<file path="src/hw/rtl/rau_pkg.sv">
// ----------------------------------------------------------------------------
// rau_pkg: shared types and constants for the rational arithmetic unit
// Holds the transaction payload structs, operation and status codes and the
// sequencer state type.
// ----------------------------------------------------------------------------
package rau_pkg;

  // Default width at which numerators and denominators are taken.
  localparam int VALUE_BITS_DEF = 32;

  // Width of the products and of the GCD and shared divide datapaths.
  localparam int PROD_W = 64;

  // Operation codes.
  localparam logic [1:0] CMD_ADD = 2'd0;
  localparam logic [1:0] CMD_SUB = 2'd1;
  localparam logic [1:0] CMD_MUL = 2'd2;
  localparam logic [1:0] CMD_DIV = 2'd3;

  // Status codes.
  localparam logic [1:0] ST_OK   = 2'd0;
  localparam logic [1:0] ST_DIV0 = 2'd1;
  localparam logic [1:0] ST_OVF  = 2'd2;

  typedef struct packed {
    logic [1:0]         cmd;
    logic signed [31:0] lhs_num;
    logic [30:0]        lhs_den;
    logic signed [31:0] rhs_num;
    logic [30:0]        rhs_den;
  } in_t;

  typedef struct packed {
    logic signed [31:0] res_num;
    logic [30:0]        res_den;
    logic [1:0]         status;
    logic               lhs_less;
    logic               operands_equal;
  } out_t;

  typedef enum logic [7:0] {
    S_IDLE  = 8'b0000_0001,
    S_MUL   = 8'b0000_0010,
    S_CALC  = 8'b0000_0100,
    S_GCD   = 8'b0000_1000,
    S_DIVN  = 8'b0001_0000,
    S_DIVD  = 8'b0010_0000,
    S_CHECK = 8'b0100_0000,
    S_WAIT  = 8'b1000_0000
  } state_t;

endpackage

</file>
<file path="src/hw/rtl/rau_div.sv">
// ----------------------------------------------------------------------------
// rau_div: iterative restoring divider
// Divides a 64-bit magnitude by a nonzero 64-bit divisor, one quotient bit
// per cycle.
// ----------------------------------------------------------------------------
module rau_div (
  input  logic                        clk,
  input  logic                        rst_n,
  input  logic                        go,
  input  logic [rau_pkg::PROD_W-1:0]  dividend,
  input  logic [rau_pkg::PROD_W-1:0]  divisor,
  output logic [rau_pkg::PROD_W-1:0]  quotient,
  output logic                        done
);

  localparam int CW = $clog2(rau_pkg::PROD_W);

  logic [rau_pkg::PROD_W-1:0] rem_r, quo_r, dvs_r;
  logic [CW-1:0]              cnt_r;
  logic                       busy_r, done_r;
  logic [rau_pkg::PROD_W:0]   trial;
  logic [rau_pkg::PROD_W:0]   diff;
  logic                       fits;

  // Trial subtraction of the divisor from the shifted remainder.
  always_comb begin
    trial = {rem_r, quo_r[rau_pkg::PROD_W-1]};
    diff  = trial - {1'b0, dvs_r};
    fits  = (trial >= {1'b0, dvs_r});
  end

  always_ff @(posedge clk) begin
    if (!rst_n) begin
      busy_r <= 1'b0;
      done_r <= 1'b0;
    end else begin
      done_r <= 1'b0;
      if (go) begin
        rem_r  <= '0;
        quo_r  <= dividend;
        dvs_r  <= divisor;
        cnt_r  <= '0;
        busy_r <= 1'b1;
      end else if (busy_r) begin
        rem_r <= fits ? diff[rau_pkg::PROD_W-1:0] : trial[rau_pkg::PROD_W-1:0];
        quo_r <= {quo_r[rau_pkg::PROD_W-2:0], fits};
        cnt_r <= cnt_r + 1'b1;
        if (cnt_r == CW'(rau_pkg::PROD_W - 1)) begin
          busy_r <= 1'b0;
          done_r <= 1'b1;
        end
      end
    end
  end

  assign quotient = quo_r;
  assign done     = done_r;

endmodule

</file>
<file path="config.mk">
export PLATFORM = sky130hd
export DESIGN_NAME = rau_div
export DESIGN_NICKNAME = d
export VERILOG_FILES = /design/src/hw/rtl/rau_pkg.sv /design/src/hw/rtl/rau_div.sv
export SDC_FILE = /design/constraint.sdc
export NUM_CORES = 1
export LEC_CHECK = 0
export BUFFER_PORTS_ARGS = -buffer_cell sky130_fd_sc_hd__buf_2
export CELL_PAD_IN_SITES_DETAIL_PLACEMENT = 0
export CELL_PAD_IN_SITES_GLOBAL_PLACEMENT = 1
export CORE_MARGIN = 8
export CORE_UTILIZATION = 31
export DETAILED_ROUTE_END_ITERATION = 8
export GPL_TIMING_DRIVEN = 0
export PLACE_DENSITY = 0.71
export SETUP_SLACK_MARGIN = 0.1
export SLEW_MARGIN = 0
export SYNTH_ARGS = -nofsm -noshare
export SYNTH_HDL_FRONTEND = slang
export SYNTH_SLANG_ARGS = --single-unit
</file>
<file path="constraint.sdc">
create_clock -name clk -period 4.18 [get_ports clk]
set_input_delay 0.627 -clock clk [delete_from_list [all_inputs] [get_ports clk]]
set_output_delay 0.627 -clock clk [all_outputs]
set_load 0.05 [all_outputs]
</file>
# Word level (Yosys, flattened, before mapping)
# Cells that the tools add are included.
# classes
eq_ne	1
reduce_logical	4
bitwise	2
order_cmp	1
muxes	9
n_addsub	2
# op_table
cell	count
64-bit 2-to-1 mux	4
65-bit by 64-bit greater-or-equal comparator with 1-bit output	1
64-bit subtractor	1
6-bit by 1-bit adder with 6-bit output (second input constant)	1
6-bit equality test (second input constant)	1
6-bit 2-to-1 mux	1
1-bit 2-to-1 mux	4
2-bit AND reduction	2
3-bit OR reduction	1
1-bit NOT	2
2-bit nonzero test	1
# totals
register_bits	200
word_cells	25
in_bits	131
output_inout_bits	65

# Longest topological paths before layout
# Gate-level depths: netlist (run 1).
# logic_depth
ltp_word	4
ltp_mapped	15
ltp_nobuf	13

# Worst setup path after synthesis (run 1)
# No wires, ideal clock.
# synth_path
path_kind	input to register
start	input go
end	register cnt_r[0] (enable)
t_required_ns	3.675
slack_ns	-0.318
path_stages	2
arrival_ns	3.993
path_buffers	1
setup_time_ns	0.505
path_cell_list	clkbuf_1 > o21a_1
# synth_between
elab_chain_len	2
# synth_rtl
item	line_no	rtl
from (decl)	rau_div.sv:9	input logic go,
2-bit nonzero test (no source line)	n/a	
2-bit AND reduction (no source line)	n/a	
to (signal assigned)	rau_div.sv:47	cnt_r <= cnt_r + 1'b1;
to (decl)	rau_div.sv:19	logic [CW-1:0] cnt_r;
# Every way passes these cells.
# A chain may end at the register's enable or synchronous reset.

# Final worst setup path (run 1)
# layout_path
start	register rem_r[8] (netlist name)
end	register rem_r[58] (netlist name), data pin
# layout_between
elab_chain_len	3
elab_cells_between_ends	4
cone_classes	add/sub: 1; order compare: 1; mux: 2
# layout_rtl
item	line_no	rtl
from (decl)	rau_div.sv:18	logic [rau_pkg::PROD_W-1:0] rem_r, quo_r, dvs_r;
from (signal assigned)	rau_div.sv:45	rem_r <= fits ? diff[rau_pkg::PROD_W-1:0] : trial[rau_pkg::PROD_W-1:0];
64-bit subtractor or 65-bit by 64-bit greater-or-equal comparator with 1-bit output (tied branches)	rau_div.sv:28, rau_div.sv:29	
64-bit 2-to-1 mux *	rau_div.sv:45	
64-bit 2-to-1 mux *	rau_div.sv:44	end else if (busy_r) begin
# Every way passes the cells marked *; elsewhere a longest branch is shown, timed or not. The select of a mux whose other input is x is not followed.

==> results of run 1 <==
cells in the final DEF (no fill, tap or decap), types with 4 or more instances in the layout:
| cell | n |
|---|---|
| buf_2 | 215 |
| edfxtp_1 | 198 |
| nor2_1 | 106 |
| inv_1 | 87 |
| a21oi_1 | 87 |
| ha_1 | 65 |
| mux2_2 | 63 |
| nand2_1 | 62 |
| o21ai_0 | 46 |
| mux2i_1 | 43 |
| xnor2_1 | 36 |
| a21o_1 | 32 |
| nand4_1 | 29 |
| clkbuf_1 | 28 |
| xor2_1 | 23 |
| nor3_1 | 17 |
| clkbuf_16 | 17 |
| nand3_1 | 16 |
| o21bai_1 | 15 |
| a211oi_1 | 15 |
| a31oi_1 | 11 |
| nand2b_1 | 9 |
| or3_1 | 8 |
| o21a_1 | 8 |
| o211ai_1 | 8 |
| nor2b_1 | 6 |
| nor4_1 | 6 |
| o22ai_1 | 5 |
| o21ai_1 | 4 |
| or2_2 | 4 |
| o221ai_1 | 4 |
| o31ai_1 | 4 |
final timing paths:
path	startpoint	to	slack, ns	cells after the start
setup / recovery	rem_r[8]$_SDFFCE_PP0P_	rem_r[58]$_SDFFCE_PP0P_	0.48	12
hold / removal	divisor[52]	dvs_r[52]$_DFFE_PP_	0.32	1
hold reg to reg	busy_r$_SDFF_PN0_	done$_SDFF_PP0_	0.46	2
setup reg to reg	rem_r[8]$_SDFFCE_PP0P_	rem_r[58]$_SDFFCE_PP0P_	0.48	12
synth_stat cells (all sizes together), types with 2 or more instances:
cell	n	share of area [%]
and2	4	0.21
xnor2	36	2.6
o21bai	15	0.93
or2	5	0.26
nand3	18	0.83
nand4	29	1.5
a22oi	2	0.12
nor3b	2	0.12
o31ai	5	0.42
nor2	106	3.3
inv	87	2.7
clkbuf	29	0.91
nor2b	6	0.31
nand2	62	1.9
o21ai	52	2.2
edfxtp	198	49
nand2b	9	0.47
o2bb2ai	3	0.22
dfxtp	2	0.33
buf	28	1.3
nor3	17	0.70
ha	65	6.7
mux2i	43	3.6
o31a	2	0.15
a211oi	18	1.2
or3	8	0.41
xor2	23	1.7
mux2	63	5.9
a21o	32	2.0
o221ai	4	0.29
nor4	6	0.31
o21a	9	0.56
a2111oi	2	0.25
a21oi	88	3.7
and3	3	0.16
a31oi	12	0.67
o22ai	5	0.26
o211ai	8	0.50
area by class of cell:
| cell class | instances | area [um^2] |
|---|---|---|
| fillers | 3983 | 24200 |
| diodes | 3 | 7.51 |
| clock inverters | 14 | 146 |
| plain buffers | 57 | 272 |
| repair buffers | 196 | 1030 |
| flip-flops and latches | 200 | 5990 |
| multi-input cells | 775 | 5510 |
| inverters | 87 | 327 |
| well taps | 518 | 648 |
| clock buffers | 17 | 425 |
registers in the layout, indices dropped and copies added (netlist names):
name	count
cnt_r	6
dvs_r	64
busy_r	1
rem_r	64
quotient	64
done	1
power by group through the flow:
stage | registers, mW | logic, mW | clock network, mW
final | 2.51 | 1.79 | 1.67
after global routing | 2.53 | 2.00 | 1.79
after CTS | 2.51 | 1.80 | 1.73
after detailed placement | 2.55 | 1.79 | 0
after global placement | 2.55 | 1.76 | 0
after floorplan | 2.67 | 1.20 | 0
timing repair:
action,4_1_cts,5_1_grt
setup buffers,0,0
setup endpoints to repair,0,1
resized for setup,0,1
layer usage:
metal | GRT usage, % | vias to the layer above
met4 | 4.30 | 8
met1 | 19.4 | 4488
met5 | 0 | -
li1 | - | 4550
met3 | 5.63 | 30
met2 | 24.7 | 244
cells by family after synthesis:
logic type	count (synthesis)	synth area share, %
DFF	200	49.6
muxes	106	9.44
adders and majority gates	66	6.90
AOI/OAI and AO/OA	266	14.2
buffers and inverters	144	4.95
and+or+nand+nor	278	10.7
xor gates and xnor gates	59	4.28
worst max-delay path, stage by stage, from the launching register on:
cell and delay [ns]:
edfxtp_1 0.41, ha_1 0.31, buf_2 0.17, and2_1 0.18, a311o_1 0.33, a31oi_1 0.28
nand2_1 0.29, a41oi_2 0.40, o21ai_1 0.23, a21oi_2 0.36, o21ai_0 0.17, o21ai_0 0.19
o32ai_1 0.11
==> run metrics, run 1 <==
Longest Clk Path Bufs 2; Worst Path Required 4.38 ns; Synth Flop Type edfxtp_1; Seq cells post-synth 200; clock tree from TritonCTS yes; share of cells above drive strength 1 24.9%; Final Hold Fails 0; post-DP HPWL 26400 um; placed instance area 0.0138 mm^2; gr usage total 15.4%; router iterations before antenna repair 4; Synth Instances 1119; combinational power share 30.0%; IO Port Bufs 194; outcome finished clean; Final nets 1531; clk_lat worst skew 0.47 ns; Post-synth EDFFs 198; final hold slack 0.324 ns; post-route ant nets 0; part of the Yosys area used for sequential elements 49.6%; Final Non-Filler Cells 1867; Worst-path clk slew 0.08 ns; Max Clock Skew 0.0162 ns; worst-margin pin slew 0.886 ns; crit path capture type flip-flop; Startpoint Class flip-flop; Clock Tree Root clkbuf_16; Fmax 270 MHz; Top Metal Used met5; vias per cell 4.99; Final Wtd Congestion 0.828; first-pass GRT wire length 54700 um; clock power share 28.0%; H-tree levels 4; worst setup margin 0.476 ns; metal1 wirelength 15600 um; dpl cells 1833; post-route design area 0.0144 mm^2; largest net degree at the start of global routing 66; initial core utilization 31.3%; RSZ-0062 raised after global routing false; Int Pwr 3.94 mW; Final Max Tran Viols 0; share of synthesized flip-flops with an asynchronous set or reset 0%; fin crit share 88.6%; DR vias 9320; Worst Hold Class in -> reg; post-layout min period 3.70 ns; Met2 Wirelength 15600 um; fin util 37.2%; sw power 2.03 mW; # DRC 0; Rel. slew slack 40.9%; Yosys warning count 0; Crit Path Class reg -> reg; wire per inst 18.3 um; Critical Path AT 3.90 ns; Inserted Clock Buffers 17; DRT iter0 DRCs 421; chip height 213 um; Lkg Pwr 5.92 nW; Syn Nets 1316; # clock sinks 200; VDD IR max 311 uV; power per cell area 416 mW/mm^2; num rows 72; switching share of power 34.0%; setup TNS 0 ns; number of global-route vias before repair 9910; Setup-failing EPs final 0; post-synthesis cell area 0.0121 mm^2; Total Wirelength 34200 um; Ports 196; Crit Path Max Fanout 8; die area 0.0455 mm^2; pre-CTS WS 0.384 ns; maxcap violations 0; Core Box Area 0.0386 mm^2; Synth Area per Inst 10.8 um^2; distinct cell type count after synthesis 63; hold_buf cts 0; metal3 WL 2600 um; GRT Residual Overflow 0; part of the power in registers 42.0%; Die X 213 um; power after layout 5.97 mW; Area growth syn-to-layout 18.8%; initial antenna violation count 5
No activity file was read; power rests on OpenSTA's default activity.
==> run 2: changes to the inputs <==
- REMOVE_ABC_BUFFERS: default -> 1
==> run 2 against run 1 <==
Against the previous run:
- routed wire length down 8.8%
- worst hold slack gained 0.019 ns
- maximum frequency is 3.6% lower
- sequential share of layout area increased by 0.35 points
- via count shrank 3.8%
- largest power group unchanged
==> run metrics, run 2 (synthesis results as in run 1) <==
worst setup margin 0.339 ns (-0.137 ns); # clock sinks 200 (unchanged); initial core utilization 31.3% (unchanged); Longest Clk Path Bufs 2 (unchanged); Final Hold Fails 0 (unchanged); power per cell area 419 mW/mm^2 (+0.78%); # DRC 0 (unchanged); num rows 72 (unchanged); maxcap violations 0 (unchanged); Ports 196 (unchanged); largest net degree at the start of global routing 74 (+12%); Inserted Clock Buffers 17 (unchanged); Area growth syn-to-layout 17.8%; Total Wirelength 31200 um (-8.8%); highest-count cells in the layout ignoring fill and taps edfxtp_1, buf_2, nor2_1; Fmax 260 MHz (-3.6%); initial antenna violation count 14 (+9); DRT iter0 DRCs 516 (+23%); Max Clock Skew 0.0132 ns (-0.00300 ns); share of cells above drive strength 1 24.3% (-0.60 points); Worst Path Required 4.37 ns (about the same); Crit Path Max Fanout 5 (-3); clock tree from TritonCTS yes; Crit Path Class reg -> reg; crit path capture type flip-flop; router iterations before antenna repair 4 (unchanged); Met2 Wirelength 14200 um (-8.8%); VDD IR max 293 uV (-5.9%); H-tree levels 4 (unchanged); vias per cell 4.91 (-1.6%); wire per inst 17.1 um (-6.6%); Rel. slew slack 40.5% (-0.45 points); fin crit share 91.9% (+3.3 points); number of global-route vias before repair 9169 (-7.5%); metal3 WL 2280 um (-12%); Final Wtd Congestion 0.820 (-0.98%); worst-margin pin slew 0.893 ns (+0.00680 ns); Startpoint Class flip-flop; DR vias 8964 (-3.8%); Top Metal Used met5; pre-CTS WS 0.171 ns (-0.213 ns); Final Max Tran Viols 0 (unchanged); Worst-path clk slew 0.08 ns (about the same); hold_buf cts 0 (unchanged); GRT Residual Overflow 0 (unchanged); final hold slack 0.343 ns (+0.0185 ns); Clock Tree Root clkbuf_16; post-DP HPWL 23400 um (-11%); Final nets 1481 (-3.3%); metal1 wirelength 14200 um (-8.5%); Critical Path AT 4.04 ns (+0.14 ns); gr usage total 13.8% (-1.6 points); commonest non-fill, non-tap cell in the layout edfxtp_1; Lkg Pwr 5.86 nW (-1.1%); chip height 213 um (unchanged); outcome finished clean; post-layout min period 3.84 ns (+0.137 ns); Die X 213 um (unchanged); Worst Hold Class in -> reg; first-pass GRT wire length 49500 um (-9.4%); clk_lat worst skew 0.46 ns (about the same); Core Box Area 0.0386 mm^2 (unchanged); IO Port Bufs 195 (+0.52%); Setup-failing EPs final 0 (unchanged); post-route ant nets 0 (unchanged); RSZ-0062 raised after global routing false; die area 0.0455 mm^2 (unchanged)
==> run 2: cell count changes in the layout (fill, tap and decap cells not counted), sizes merged <==
cell	change
buf	-21
clkinvlp	-3
diode	+6
bufinv	+1
inv	+1
clkbuf	-27
==> run 2: worst paths after layout <==
path / to / slack, ns / from / depth (start not counted)
max: rem_r[58]$_SDFFCE_PP0P_ / 0.34 / rem_r[6]$_SDFFCE_PP0P_ / 11
min: dvs_r[15]$_DFFE_PP_ / 0.34 / divisor[15] / 1
max reg2reg: rem_r[58]$_SDFFCE_PP0P_ / 0.34 / rem_r[6]$_SDFFCE_PP0P_ / 11
min reg2reg: done$_SDFF_PP0_ / 0.45 / busy_r$_SDFF_PN0_ / 2
==> run 2: what timing repair did <==
action / 4_1_cts / 5_1_grt
buffers inserted: 0 / 0
setup endpoints to repair: 0 / 6
gates resized for setup: 0 / 1
==> run 2: critical path, cell delays in order, from the launching register on <==
cell      delay [ns]
edfxtp_1        0.40
ha_1            0.38
a21o_1          0.20
a311o_1         0.37
a31oi_1         0.30
nand2_1         0.28
a41oi_1         0.52
o21ai_1         0.27
a21oi_2         0.34
o21ai_0         0.21
o21ai_0         0.20
o32ai_1         0.11
==> run 2: cell type report <==
| type | count | area, um^2 |
|---|---|---|
| diodes | 9 | 22.5 |
| clock buffers | 19 | 433 |
| clock inverters | 13 | 141 |
| fillers | 3970 | 24300 |
| inverters | 87 | 327 |
| multi-input cells | 775 | 5510 |
| flip-flops and latches | 200 | 5990 |
| well taps | 518 | 648 |
| repair buffers | 203 | 1160 |
==> run 2: per-stage QoR <==
step                setup TNS (ns)  utilization, %  std cells  cell area [um^2]  total power [mW]
floorplan                   -45.70               -       1062             11800              3.84
global placement           -780.83            34.8       1775             13400              4.29
finish                           0            36.9       1824             14200              5.96
CTS                              0            36.8       1815             14200              6.04
detailed placement               0            35.4       1783             13600              4.31
global route                     0            36.9       1819             14200              6.29
==> run 2: routing by layer <==
layer	global-route usage [%]	up-vias
met5	0	-
met3	5.32	32
met2	21.8	217
li1	-	4454
met4	4.04	10
met1	17.4	4251
==> run 2: report_power, final <==
group / switching [mW] / internal (mW) / total (mW)
logic: 1.07 / 0.692 / 1.76
clock network: 0.807 / 0.893 / 1.70
registers: 0.0786 / 2.42 / 2.50
