[src/hw/rtl/rau_pkg.sv]
// ----------------------------------------------------------------------------
// rau_pkg: shared types and constants for the rational arithmetic unit
// Holds the transaction payload structs, operation and status codes and the
// sequencer state type.
// ----------------------------------------------------------------------------
package rau_pkg;

  // Default width at which numerators and denominators are taken.
  localparam int VALUE_BITS_DEF = 32;

  // Width of the products and of the GCD and shared divide datapaths.
  localparam int PROD_W = 64;

  // Operation codes.
  localparam logic [1:0] CMD_ADD = 2'd0;
  localparam logic [1:0] CMD_SUB = 2'd1;
  localparam logic [1:0] CMD_MUL = 2'd2;
  localparam logic [1:0] CMD_DIV = 2'd3;

  // Status codes.
  localparam logic [1:0] ST_OK   = 2'd0;
  localparam logic [1:0] ST_DIV0 = 2'd1;
  localparam logic [1:0] ST_OVF  = 2'd2;

  typedef struct packed {
    logic [1:0]         cmd;
    logic signed [31:0] lhs_num;
    logic [30:0]        lhs_den;
    logic signed [31:0] rhs_num;
    logic [30:0]        rhs_den;
  } in_t;

  typedef struct packed {
    logic signed [31:0] res_num;
    logic [30:0]        res_den;
    logic [1:0]         status;
    logic               lhs_less;
    logic               operands_equal;
  } out_t;

  typedef enum logic [7:0] {
    S_IDLE  = 8'b0000_0001,
    S_MUL   = 8'b0000_0010,
    S_CALC  = 8'b0000_0100,
    S_GCD   = 8'b0000_1000,
    S_DIVN  = 8'b0001_0000,
    S_DIVD  = 8'b0010_0000,
    S_CHECK = 8'b0100_0000,
    S_WAIT  = 8'b1000_0000
  } state_t;

endpackage

[src/hw/rtl/rau_gcd.sv]
// ----------------------------------------------------------------------------
// rau_gcd: iterative binary GCD
// Finds the greatest common divisor of two nonzero 64-bit magnitudes with one
// shift or subtract step per cycle.
// ----------------------------------------------------------------------------
module rau_gcd (
  input  logic                        clk,
  input  logic                        rst_n,
  input  logic                        go,
  input  logic [rau_pkg::PROD_W-1:0]  a_in,
  input  logic [rau_pkg::PROD_W-1:0]  b_in,
  output logic [rau_pkg::PROD_W-1:0]  gcd,
  output logic                        done
);

  localparam int KW = $clog2(rau_pkg::PROD_W);

  logic [rau_pkg::PROD_W-1:0] a_r, b_r, g_r;
  logic [KW-1:0]              k_r;
  logic                       busy_r, done_r;

  // One reduction step per cycle while busy.
  always_ff @(posedge clk) begin
    if (!rst_n) begin
      busy_r <= 1'b0;
      done_r <= 1'b0;
    end else begin
      done_r <= 1'b0;
      if (go) begin
        a_r    <= a_in;
        b_r    <= b_in;
        k_r    <= '0;
        busy_r <= 1'b1;
      end else if (busy_r) begin
        if (!a_r[0] && !b_r[0]) begin
          a_r <= a_r >> 1;
          b_r <= b_r >> 1;
          k_r <= k_r + 1'b1;
        end else if (!a_r[0]) begin
          a_r <= a_r >> 1;
        end else if (!b_r[0]) begin
          b_r <= b_r >> 1;
        end else if (a_r == b_r) begin
          g_r    <= a_r << k_r;
          busy_r <= 1'b0;
          done_r <= 1'b1;
        end else if (a_r > b_r) begin
          a_r <= (a_r - b_r) >> 1;
        end else begin
          b_r <= (b_r - a_r) >> 1;
        end
      end
    end
  end

  assign gcd  = g_r;
  assign done = done_r;

endmodule

[config.mk]
export PLATFORM = sky130hd
export DESIGN_NAME = rau_gcd
export DESIGN_NICKNAME = d
export VERILOG_FILES = /design/src/hw/rtl/rau_pkg.sv /design/src/hw/rtl/rau_gcd.sv
export SDC_FILE = /design/constraint.sdc
export NUM_CORES = 1
export LEC_CHECK = 0
export BUFFER_PORTS_ARGS = -buffer_cell sky130_fd_sc_hd__buf_2
export CORE_ASPECT_RATIO = 1.75
export CORE_MARGIN = 10
export CORE_UTILIZATION = 50
export DETAILED_ROUTE_END_ITERATION = 12
export MAX_ROUTING_LAYER = met4
export PLACE_DENSITY_LB_ADDON = 0.08
export SYNTH_ARGS = -nofsm -noshare
export SYNTH_HDL_FRONTEND = slang
export SYNTH_SLANG_ARGS = --single-unit
[constraint.sdc]
create_clock -name clk -period 19 [get_ports clk]
set_input_delay 3.8 -clock clk [delete_from_list [all_inputs] [get_ports clk]]
set_output_delay 3.8 -clock clk [all_outputs]
set_load 0.05 [all_outputs]
# After elaboration in Yosys (flattened, before gate mapping)
# Index checks and enable logic that the tools add are counted.
# Widths: inputs -> output; s select.
# totals
output_inout_bits,65
elab_cells,61
inputBits,131
reg_bits,200
# classes
reduce_logical,13
n_eq_ne,6
n_mux,23
n_lt_le_gt_ge,1
shifts,1
bitwise_logic,6
n_addsub,3
# ops
operator,n
$mux 64,14
$sub 64x64->64,2
$eq 64x64->1,1
$gt 64x64->1,1
$shl 64x6->64,1
$mux 6,2
$ne 4x4->1 const B,3
$reduce_and 5->1,2
$ne 4x2->1 const B,2
$mux 1,7
$reduce_and 7->1,1
$add 6x1->6 const B,1
$not 1->1,6
$reduce_and 3->1,2
$reduce_or 6->1,1
$reduce_bool 2->1,2
$reduce_bool 3->1,1
$logic_not 1->1,2
$reduce_and 2->1,1
$logic_and 1x1->1,1

# Depth between registers and ports, before layout
# Gate-level depths: netlist of run 1.
# logic_depth
depth_word,8
depth_mapped,16
mapped_depth_nobuf,14

# Worst setup path before layout of run 1
# Ideal clock, no wire load.
# synth_timing
path_type,input -> register
from,input port go
to,"register g_r, in the netlist gcd[0] (enable)"
setup_time_ns,0.643
arrival_ns,10.507
setup_slack_ns,7.850
path_stages,4
path_buffers,3
required_time_ns,18.357
path_cell_list,clkbuf_1 clkbuf_1 clkbuf_1 nor4_1
# synth_via
elab_chain_cells,2
# synth_rtl
element,line_no,source
from (decl),rau_gcd.sv:9,"input logic go,"
$not 1->1 (no line),n/a,
$reduce_and 7->1 (no line),n/a,
to (signal assigned),rau_gcd.sv:44,g_r <= a_r << k_r;
to (decl),rau_gcd.sv:18,"logic [rau_pkg::PROD_W-1:0] a_r, b_r, g_r;"
# No other way between the ends.
# A chain may end at the register's enable or synchronous reset.

# Worst setup path after layout of run 1
# layout_timing
from,input port go
to,register b_r[34] in the netlist's numbering (enable)
# layout_via
elab_chain_cells,2
elab_cells_between_ends,5
cone_classes,eq/ne (2); reduce/logical (3)
# layout_rtl
element,line_no,source
"$ne 4x4->1 (no line), or another cell as far along",n/a,
$reduce_and 5->1 (no line) *,n/a,
to (signal assigned),rau_gcd.sv:31,b_r <= b_in;
to (signal assigned),rau_gcd.sv:37,b_r <= b_r >> 1;
to (signal assigned),rau_gcd.sv:42,b_r <= b_r >> 1;
to (decl),rau_gcd.sv:18,
# Mark *: on every way between the ends. The rest lies on a longest branch, timed or not.

==> impl_metrics.py, run 1 <==
metrics = {
    "synthesis": {
        "synth_compound_area_share_pct": 26.22,
        "yosys.area_share.simple_pct": 14.38,
        "synth_nets": 2666,
        "async_flop_share_pct": 0,
        "avgSynthCellArea_sq_um": 8.394,
        "synthAdderAreaFrac_pct": 8.262,
        "synth_cell_types": 90,
        "synth-edff-count": 198,
        "yosysTopAreaCell": "edfxtp_1",
        "synthMuxAreaShare_pct": 7.908,
        "synth-xor-area-share_pct": 5.341,
        "synth_seq_area_share_pct": 29.67,
        "syn-cell-area_sq_um": 20170,
        "synth_seq_cells": 200,
        "synth_warnings": 0,
        "synth.area.top_cells": "edfxtp_1 29%, ha_1 8.1%, a21oi_1 6.7%",
        "synth_top_family_by_area": "compound AO/OA/AOI/OAI gates",
        "synthCells": 2403,
        "synthFlopType": "edfxtp_1",
        "netlist.area_leader.share_pct": 29.48,
    },
    "clocking": {
        "cts_max_path_buffers": 2,
        "cts_root_buf": "clkbuf_16",
        "cts_tree": "done",
        "numCtsBuffers": 17,
        "cts_max_level": 4,
        "clock_latency_ns": 0.48,
        "post_cts_buffers": 0,
        "cts_resized": 0,
        "cts.clk_slew.worst_paths_ns": 0.09,
        "cts.sinks": 200,
        "postCtsHoldBufs": 0,
    },
    "floorplanning": {
        "die_h_um": 285.7,
        "num_rows": 97,
        "io_pins": 196,
        "die_area_sq_um": 49100,
        "start_util_pct": 50.52,
        "core_region_area_sq_um": 39930,
        "die_w_um": 171.8,
    },
    "route": {
        "wl_um": 76060,
        "wl_per_cell_um": 25.61,
        "ant_nets": 0,
        "drc": 0,
        "vias": 18710,
        "vias_per_cell": 6.301,
        "firstDrtPassIters": 5,
        "drt_iter0_drc": 1616,
    },
    "global_routing": {
        "grt_max_degree": 100,
        "grt_pass1_wl_um": 113600,
        "track_usage_pct": 31.42,
        "antenna_found_initial": 1,
        "grt_pass1_vias": 18670,
        "grt_overflow": 0,
    },
    "layout": {
        "final-instance-count-excl-fill": 2970,
        "syn_to_final_growth_pct": 8.120,
        "layout-drive-gt1-share_pct": 14.87,
        "nNetsFinal": 2724,
    },
    "critical_path": {
        "reg2reg_from": "a_r[8]",
        "crit_type": "in2reg",
        "critPathRequiredTime_ns": 19.13,
        "cp_max_fo": 99,
        "start_kind": "input port",
        "worstPathArrival_ns": 6.48,
        "r2r_slack_ns": 13.44,
        "ff2ff_path_depth": 12,
        "endpoint_kind": "register",
        "timing.rr.end": "b_r[34]",
        "startpoint": "go",
    },
    "status": {
        "outcome": "finished, final reports clean",
    },
    "sta": {
        "hold_viol": 0,
        "finalMaxSlewViolations": 0,
        "tns_ns": 0,
        "setup_violations": 0,
        "fin_crit_sh_pct": 33.47,
        "relSlewSlack_pct": 21.50,
        "max_freq_mhz": 157.3,
        "worst_slew_pin_slew_ns": 1.178,
        "rsz0062_at_grt": "no",
        "fin_crit_ns": 6.358,
        "final.setup_skew_ns": 0.02309,
    },
    "min_path": {
        "min_path_cells": 2,
        "hp-start": "busy_r",
        "hold_path_end": "busy_r",
        "hold_class": "reg2reg",
    },
    "placed_design": {
        "gp_congestion": 1.005,
        "numPortBuffers": 195,
        "dp_cells": 2937,
        "place_hpwl_um": 60270,
    },
    "power": {
        "leakagePower_nw": 9.477,
        "vdd_drop_max_mv": 0.06757,
        "power.density_nw_per_um2": 78.50,
    },
    "run": {
        "max_cap_violations": 0,
    },
}
==> stage by stage <==
step	area (sq um)	utilization, %	worst slack, ns	hold WS [ns]	total power [W]
final	21810	54.62	12.64	0.5495	0.001712
after global routing	21810	54.62	12.40	0.5688	0.001791
after CTS	21810	54.61	12.63	0.5490	0.001702
after detailed placement	21150	52.96	12.12	0.5376	0.001289
after global placement	21150	52.96	12.20	0.5305	0.001286
after floorplan	20170	-	7.850	0.5180	0.001074
==> critical path, cell delays in order <==
cell and delay (ns):
clkbuf_8 0.49, a21oi_1 0.09, nor2b_1 0.48, nand2b_1 0.21, o31a_2 0.76, buf_4 0.58
==> routing by layer <==
layer	GRT usage, %	routed length (um)	up-vias
li1	-	-	8800
met1	32.03	27300	9023
met2	56.62	40640	706
met3	3.228	3233	185
met4	18.49	4883	0
met5	-	0	-
==> flip-flops by register name, indices dropped and copies added (netlist names) <==
register / count
b_r: 64
busy_r: 1
k_r: 6
gcd: 64
a_r: 64
done: 1
==> kinds of logic after synthesis <==
logic type                 after synthesis
AOI/OAI and AO/OA                      787
and+or+nand+nor                        655
buffers and inverters                  408
DFF                                    200
adders and majority gates              132
xor gates and xnor gates               123
muxes                                   98
==> final cells by class <==
cell class | count | area (sq um)
fill | 3830 | 18120
clock inverter | 15 | 236.5
timing repair buffer | 212 | 1112
inverter | 235 | 882.1
antenna | 1 | 2.502
clock buffer | 17 | 425.4
sequential | 200 | 5986
multi-input combinational | 1795 | 12550
tap | 495 | 619.3
==> report_power, final <==
group          leakage [nW]  internal [W]  total (W)  switching [W]
combinational          7.29      0.000260   0.000729       0.000470
sequential             1.87      0.000525   0.000566      0.0000409
clock                 0.317      0.000190   0.000416       0.000226
==> cell usage in the layout, fill, tap and decap left out, drive strengths merged, types with 18 or more instances in the layout <==
| master | count |
|---|---|
| a21o | 77 |
| a21oi | 274 |
| a221oi | 80 |
| a31oi | 21 |
| buf | 211 |
| clkbuf | 18 |
| edfxtp | 198 |
| ha | 130 |
| inv | 246 |
| mux2i | 48 |
| mux4 | 49 |
| nand2 | 283 |
| nand3 | 24 |
| nand4 | 26 |
| nor2 | 210 |
| nor2b | 18 |
| nor3 | 28 |
| o21a | 22 |
| o21ai | 140 |
| o21bai | 22 |
| o221ai | 36 |
| o22ai | 18 |
| xnor2 | 77 |
| xor2 | 46 |
==> cell usage after synthesis, types with 6 or more instances <==
cell	count
nand2b_1	14
ha_1	130
o21ai_0	119
mux2i_1	48
inv_1	234
a311oi_1	11
nand4_1	25
nand3_1	23
xnor2_1	77
xor2_1	46
mux4_2	49
nand2_1	279
o221ai_1	29
o21ai_1	18
buf_4	18
buf_2	34
clkbuf_1	109
and2_1	16
o31a_1	6
o22ai_1	18
edfxtp_1	198
o21bai_1	21
buf_1	10
a21o_1	76
nor2b_1	17
and3_1	9
nor3_1	26
a21oi_1	269
o221ai_2	7
a211oi_1	12
o21a_1	22
nor2_1	210
a31oi_1	20
a221oi_1	77
==> worst max-delay path by stage <==
stage	slack, ns	end	cells after the start
after floorplan	7.85	gcd[0]	4
after global routing	12.40	b_r[42]	6
after global placement	12.20	b_r[53]	6
after detailed placement	12.12	b_r[54]	6
final	12.64	b_r[34]	6
after CTS	12.63	b_r[62]	6
No activity file was read; power rests on OpenSTA's default activity.
==> inputs of run 2 (changes only) <==
Settings changed: ABC_AREA set to 1.
Clock period 19 ns to 5.1 ns, I/O delays scaled along.
==> run 2 against run 1 <==
Effect of this change: core utilization is 0.15 points higher; sequential power grew to 3.7 times the previous value; count of clock-buffer cells in the layout unchanged; worst hold slack better by 0.042 ns; flip-flop and latch count unchanged; clock skew rose by 0.0019 ns; cell area up 20%; via count increased by 52%; non-clock buffer count is 29 higher; sequential share of layout area fell by 4.5 points; critical path depth is 10 higher; critical endpoint is now a_r[36].
==> impl_metrics.py, run 2 <==
metrics = {
    "status": {
        "outcome": "finished, final reports clean",
    },
    "synthesis": {
        "synth_nets": 4372,
        "synth_seq_area_share_pct": 24.97,
        "synth.area.top_cells": "edfxtp_1 25%, nand2_1 23%, inv_1 11%",
        "netlist_top_cells_count": "1466 x nand2_1, 700 x inv_1, 400 x nor2_1",
        "synth_warnings": 0,
        "synth.most_common_cell": "nand2_1",
        "synthCells": 4109,
        "synthFlopType": "edfxtp_1",
        "synth_cell_types": 41,
        "syn-cell-area_sq_um": 23970,
        "yosysTopAreaCell": "edfxtp_1",
        "synth_seq_cells": 200,
        "avgSynthCellArea_sq_um": 5.834,
        "async_flop_share_pct": 0,
        "netlist.area_leader.share_pct": 24.80,
        "synth-edff-count": 198,
    },
    "clocking": {
        "clock_latency_ns": 0.51,
        "cts_resized": 0,
        "postCtsHoldBufs": 0,
        "cts_max_path_buffers": 2,
        "cts_max_level": 4,
        "numCtsBuffers": 17,
        "cts.sinks": 200,
        "cts_root_buf": "clkbuf_16",
        "post_cts_buffers": 0,
        "cts.clk_slew.worst_paths_ns": 0.10,
        "cts_tree": "done",
    },
    "sta": {
        "tns_ns": 0,
        "fin_crit_sh_pct": 86.01,
        "final.setup_skew_ns": 0.02498,
        "fin_crit_ns": 4.386,
        "relSlewSlack_pct": 5.996,
        "setup_violations": 0,
        "finalMaxSlewViolations": 0,
        "hold_viol": 0,
        "worst_slew_pin_slew_ns": 1.395,
        "max_freq_mhz": 228.0,
        "rsz0062_at_grt": "no",
        "holdWs_ns": 0.5911,
    },
    "critical_path": {
        "ff2ff_path_depth": 16,
        "startpoint": "a_r[16]",
        "crit_type": "reg2reg",
        "path_cells": "inv_1, ha_1, nand2_1, nor2_1, nand2_1, buf_4, nor2_1, nand2_1, nand3_1, nand2_1, nand2_1, nand2_1, nand2_1, nor2_1, nor2_1, nor2_1",
        "reg2reg_from": "a_r[16]",
        "slowest_stage": "nor2_1",
        "cp_max_fo": 6,
        "cp-endpoint": "a_r[36]",
        "critPathMaxStageDelay_ns": 0.69,
        "r2r_slack_ns": 0.71,
        "critPathRequiredTime_ns": 5.36,
        "start_kind": "register",
        "cpMostUsedCell": "nand2_1",
        "timing.rr.end": "a_r[36]",
        "worstPathArrival_ns": 4.65,
        "endpoint_kind": "register",
    },
    "route": {
        "firstDrtPassIters": 6,
        "drc": 0,
        "vias_per_cell": 5.880,
        "ant_nets": 0,
        "drt_iter0_drc": 2752,
        "vias": 28360,
        "wl_um": 129300,
        "wl_per_cell_um": 26.81,
    },
    "min_path": {
        "hold_class": "reg2reg",
    },
    "layout": {
        "final_cell_mix": "1466 x nand2_1, 700 x inv_1, 397 x nor2_1",
        "final_common_cell": "nand2_1",
        "fillCellCount": 5030,
        "layout-drive-gt1-share_pct": 8.233,
        "utilization_pct": 54.77,
        "fin_area_sq_um": 26080,
        "syn_to_final_growth_pct": 8.779,
        "register_area_sq_um": 5986,
        "multi_input_area_sq_um": 14680,
        "nNetsFinal": 4477,
    },
    "placed_design": {
        "numPortBuffers": 195,
        "gp_congestion": 1.190,
        "place_hpwl_um": 107400,
        "placed_cell_area_sq_um": 25450,
    },
    "power": {
        "power.density_nw_per_um2": 312.8,
        "pwr-share-comb_pct": 55.5,
        "leakagePower_nw": 13.95,
        "switchingPower_w": 0.004354,
        "vdd_drop_max_mv": 0.1733,
        "pwr-share-clk_pct": 18.8,
        "p_int_w": 0.003803,
        "switching_share_pct": 53.38,
        "p_seq_share_pct": 25.7,
    },
    "run": {
        "max_cap_violations": 0,
    },
    "floorplanning": {
        "io_pins": 196,
        "die_h_um": 309.7,
        "start_util_pct": 50.35,
        "core_region_area_sq_um": 47610,
        "die_area_sq_um": 57450,
        "die_w_um": 185.5,
        "num_rows": 106,
    },
    "global_routing": {
        "grt_pass1_wl_um": 183300,
        "track_usage_pct": 46.18,
        "grt_pass1_vias": 28120,
        "grt_max_degree": 106,
        "grt_overflow": 0,
        "antenna_found_initial": 3,
    },
}
[run 2: cell count changes after synthesis, sizes merged, moves of 51 or more]
cell    before   now
nand2      283  1476
inv        235   707
nor2       210   418
nand3       24   214
o21ai      140   245
a221oi      80     0
a21o        77     0
xnor2       77    26
[run 2: area by class of cell]
class,instances,area share [%]
tap,594,2.850
antenna,2,0.01919
timing repair buffer,241,5.220
sequential,200,22.95
clock buffer,17,1.631
clock inverter,15,0.7389
inverter,714,10.29
multi-input combinational,3040,56.30
[run 2: worst min path at each step]
| stage | slack, ns | startpoint | endpoint | cells after the start |
|---|---|---|---|---|
| floorplan | 0.51 | busy_r | done | 2 |
| global placement | 0.57 | busy_r | done | 2 |
| detailed placement | 0.57 | busy_r | done | 2 |
| CTS | 0.59 | busy_r | done | 2 |
| global route | 0.63 | busy_r | done | 2 |
| finish | 0.59 | busy_r | done | 2 |
[run 2: logic make-up (layout without fill, tap and decap cells)]
group,after synthesis,in the layout,share of synthesized area [%]
and+or+nand+nor,2261,2261,38.50
muxes,36,36,1.503
other,0,2,0
DFF,200,200,24.97
buffers and inverters,869,987,14.00
xor gates and xnor gates,53,53,1.936
AOI/OAI and AO/OA,558,558,12.15
adders and majority gates,132,132,6.952
[run 2: critical path, delay by kind of cell (launching register included)]
family                   cells  cell delay, ns
flip-flops                   1            0.42
adder cells (fa/ha/maj)      1            0.46
AND/OR/NAND/NOR             13            2.97
buffers and inverters        2            0.29
[run 2: power groups by stage]
| stage | Sequential (W) | Clock [W] | Combinational [W] |
|---|---|---|---|
| floorplan | 0.00209 | 0 | 0.00261 |
| global placement | 0.00212 | 0 | 0.00425 |
| detailed placement | 0.00213 | 0 | 0.00426 |
| CTS | 0.00209 | 0.00151 | 0.00429 |
| global route | 0.00211 | 0.00157 | 0.00478 |
| finish | 0.00209 | 0.00154 | 0.00453 |
[run 2: metal layers]
metal	part of all wire [%]	GRT usage, %	routed length (um)	vias to the layer above
met5	0	-	0	-
met4	14	52.37	18060	0
met3	8.3	10.33	10780	691
met2	48	77.10	62380	1758
met1	29	39.53	38090	12830
li1	-	-	-	13090
[run 2: stage by stage]
stage          total power, W  worst slack, ns  std cells
2_1_floorplan        0.004703           0.5437       4109
3_3_place_gp         0.006366           0.9442       4789
3_5_place_dp         0.006389           0.9072       4789
4_1_cts              0.007886           0.8756       4821
5_1_grt              0.008458           0.5918       4823
6_report             0.008158           0.7136       4823
==> inputs of run 3 (changes only) <==
Clock period 5.1 ns to 5.3 ns, I/O delays scaled along.
==> run 3 against run 2 <==
Effect of this change: worst hold slack better by 0.052 ns; critical path depth up 3; sequential power down 4%; total power down 3.2%; count of clock-buffer cells in the layout did not move; fmax grew 0.84%; clock power is essentially flat; largest power group unchanged.
==> impl_metrics.py, run 3 (synthesized netlist as in run 2, its figures left out) <==
metrics = {
    "status": {
        "outcome": "finished, final reports clean",
    },
    "power": {
        "power.density_nw_per_um2": 303.2,
        "leakagePower_nw": 13.93,
        "vdd_drop_max_mv": 0.1938,
    },
    "critical_path": {
        "slowest_stage": "buf_4",
        "worstPathArrival_ns": 4.49,
        "ff2ff_path_depth": 19,
        "crit_type": "reg2reg",
        "cp_max_fo": 34,
        "critPathMaxStageDelay_ns": 0.51,
        "start_kind": "register",
        "critPathRequiredTime_ns": 5.44,
        "endpoint_kind": "register",
        "path_cells": "inv_1, ha_1, fa_1, inv_1, nand3_1, nand2_1, nand2_1, nand2_2, nand2_1, nand2_2, nand2_1, nand2_2, nand2_4, nand2_8, nand2_4, nand2_1, nand2_1, a21oi_4, buf_4",
        "cpMostUsedCell": "nand2_1",
    },
    "sta": {
        "worst_slew_pin_slew_ns": 1.352,
        "hold_viol": 0,
        "relSlewSlack_pct": 9.174,
        "finalMaxSlewViolations": 0,
        "fin_crit_sh_pct": 82.08,
        "final.setup_skew_ns": 0.02384,
        "tns_ns": 0,
        "fin_crit_ns": 4.350,
        "setup_violations": 0,
        "rsz0062_at_grt": "no",
        "max_freq_mhz": 229.9,
    },
    "placed_design": {
        "place_hpwl_um": 106800,
        "dp_cells": 4780,
        "numPortBuffers": 195,
        "gp_congestion": 1.224,
    },
    "global_routing": {
        "grt_max_degree": 100,
        "grt_pass1_wl_um": 185600,
        "grt_pass1_vias": 28080,
        "track_usage_pct": 46.61,
        "antenna_found_initial": 6,
        "grt_overflow": 0,
    },
    "route": {
        "ant_nets": 0,
        "vias": 28550,
        "wl_met3_um": 11100,
        "wl_per_cell_um": 26.90,
        "vias_per_cell": 5.923,
        "dr_wl_met2_um": 62670,
        "highest_layer": "met4",
        "firstDrtPassIters": 8,
        "drc": 0,
        "drt_iter0_drc": 3007,
        "wl_um": 129700,
        "wl_met1_um": 38680,
    },
    "floorplanning": {
        "start_util_pct": 50.35,
        "io_pins": 196,
        "die_area_sq_um": 57450,
        "die_w_um": 185.5,
        "die_h_um": 309.7,
        "num_rows": 106,
        "core_region_area_sq_um": 47610,
    },
    "layout": {
        "syn_to_final_growth_pct": 8.643,
        "final_common_cell": "nand2_1",
        "fillCellCount": 5004,
        "layout-drive-gt1-share_pct": 8.081,
        "multi_input_area_sq_um": 14680,
        "utilization_pct": 54.70,
        "final-instance-count-excl-fill": 4821,
        "final_cell_mix": "1466 x nand2_1, 700 x inv_1, 397 x nor2_1",
        "register_area_sq_um": 5986,
        "nNetsFinal": 4470,
    },
    "run": {
        "max_cap_violations": 0,
    },
    "clocking": {
        "cts_max_path_buffers": 2,
        "cts_tree": "done",
        "cts_max_level": 4,
        "postCtsHoldBufs": 0,
        "post_cts_buffers": 0,
        "cts_root_buf": "clkbuf_16",
        "cts.sinks": 200,
        "clock_latency_ns": 0.51,
        "cts.clk_slew.worst_paths_ns": 0.10,
        "cts_resized": 0,
        "numCtsBuffers": 17,
    },
    "min_path": {
        "min_path_cells": 2,
        "hold_class": "reg2reg",
    },
}
run 3: cell count changes in the layout (fill, tap and decap cells not counted):
| cell | change |
|---|---|
| bufinv_16 | +1 |
| clkinv_2 | -1 |
| buf_12 | -1 |
| nor2_2 | +1 |
| nor2_4 | -1 |
| buf_4 | -6 |
| o21ai_0 | -2 |
| diode_2 | +5 |
| o21ai_1 | +2 |
run 3: worst paths after layout:
check	from	to	slack [ns]
max	a_r[0]	a_r[30]	0.95
min	busy_r	done	0.64
max reg2reg	a_r[0]	a_r[30]	0.95
min reg2reg	busy_r	done	0.64
run 3: per-layer routing:
layer | GRT usage, % | vias to the layer above
met5 | - | -
met4 | 49.81 | 0
met3 | 11.68 | 749
met2 | 76.91 | 1805
met1 | 41.07 | 12920
li1 | - | 13080
run 3: report_power, final:
| group | internal, W | switching (W) |
|---|---|---|
| combinational | 0.00109 | 0.00327 |
| sequential | 0.00191 | 0.0000943 |
| clock | 0.000698 | 0.000827 |
run 3: through the flow:
step                setup WS [ns]  hold slack (ns)  cell area, sq um  power [W]
finish                     0.9500           0.6427             26050   0.007896
global route               0.9014           0.6659             26050   0.008169
CTS                         1.082           0.6439             26010   0.007610
detailed placement          1.099           0.6274             25370   0.006121
global placement            1.202           0.5980             25370   0.006102
floorplan                  0.7437           0.5112             24000   0.004525
run 3: critical path, delay by kind of cell (launching register included):
family,cells,cell delay (ns)
AND/OR/NAND/NOR,13,1.77
buffers and inverters,3,0.82
adder cells (fa/ha/maj),2,0.73
flip-flops,1,0.44
AO/OA/AOI/OAI,1,0.14
run 3: layout make-up:
cell class              count  area share [%]
clock buffers              17           1.633
clock inverters            15          0.8359
well taps                 594           2.854
multi-input cells        3040           56.35
diodes                      7         0.06726
repair buffers            234           4.977
flip-flops and latches    200           22.98
inverters                 714           10.30
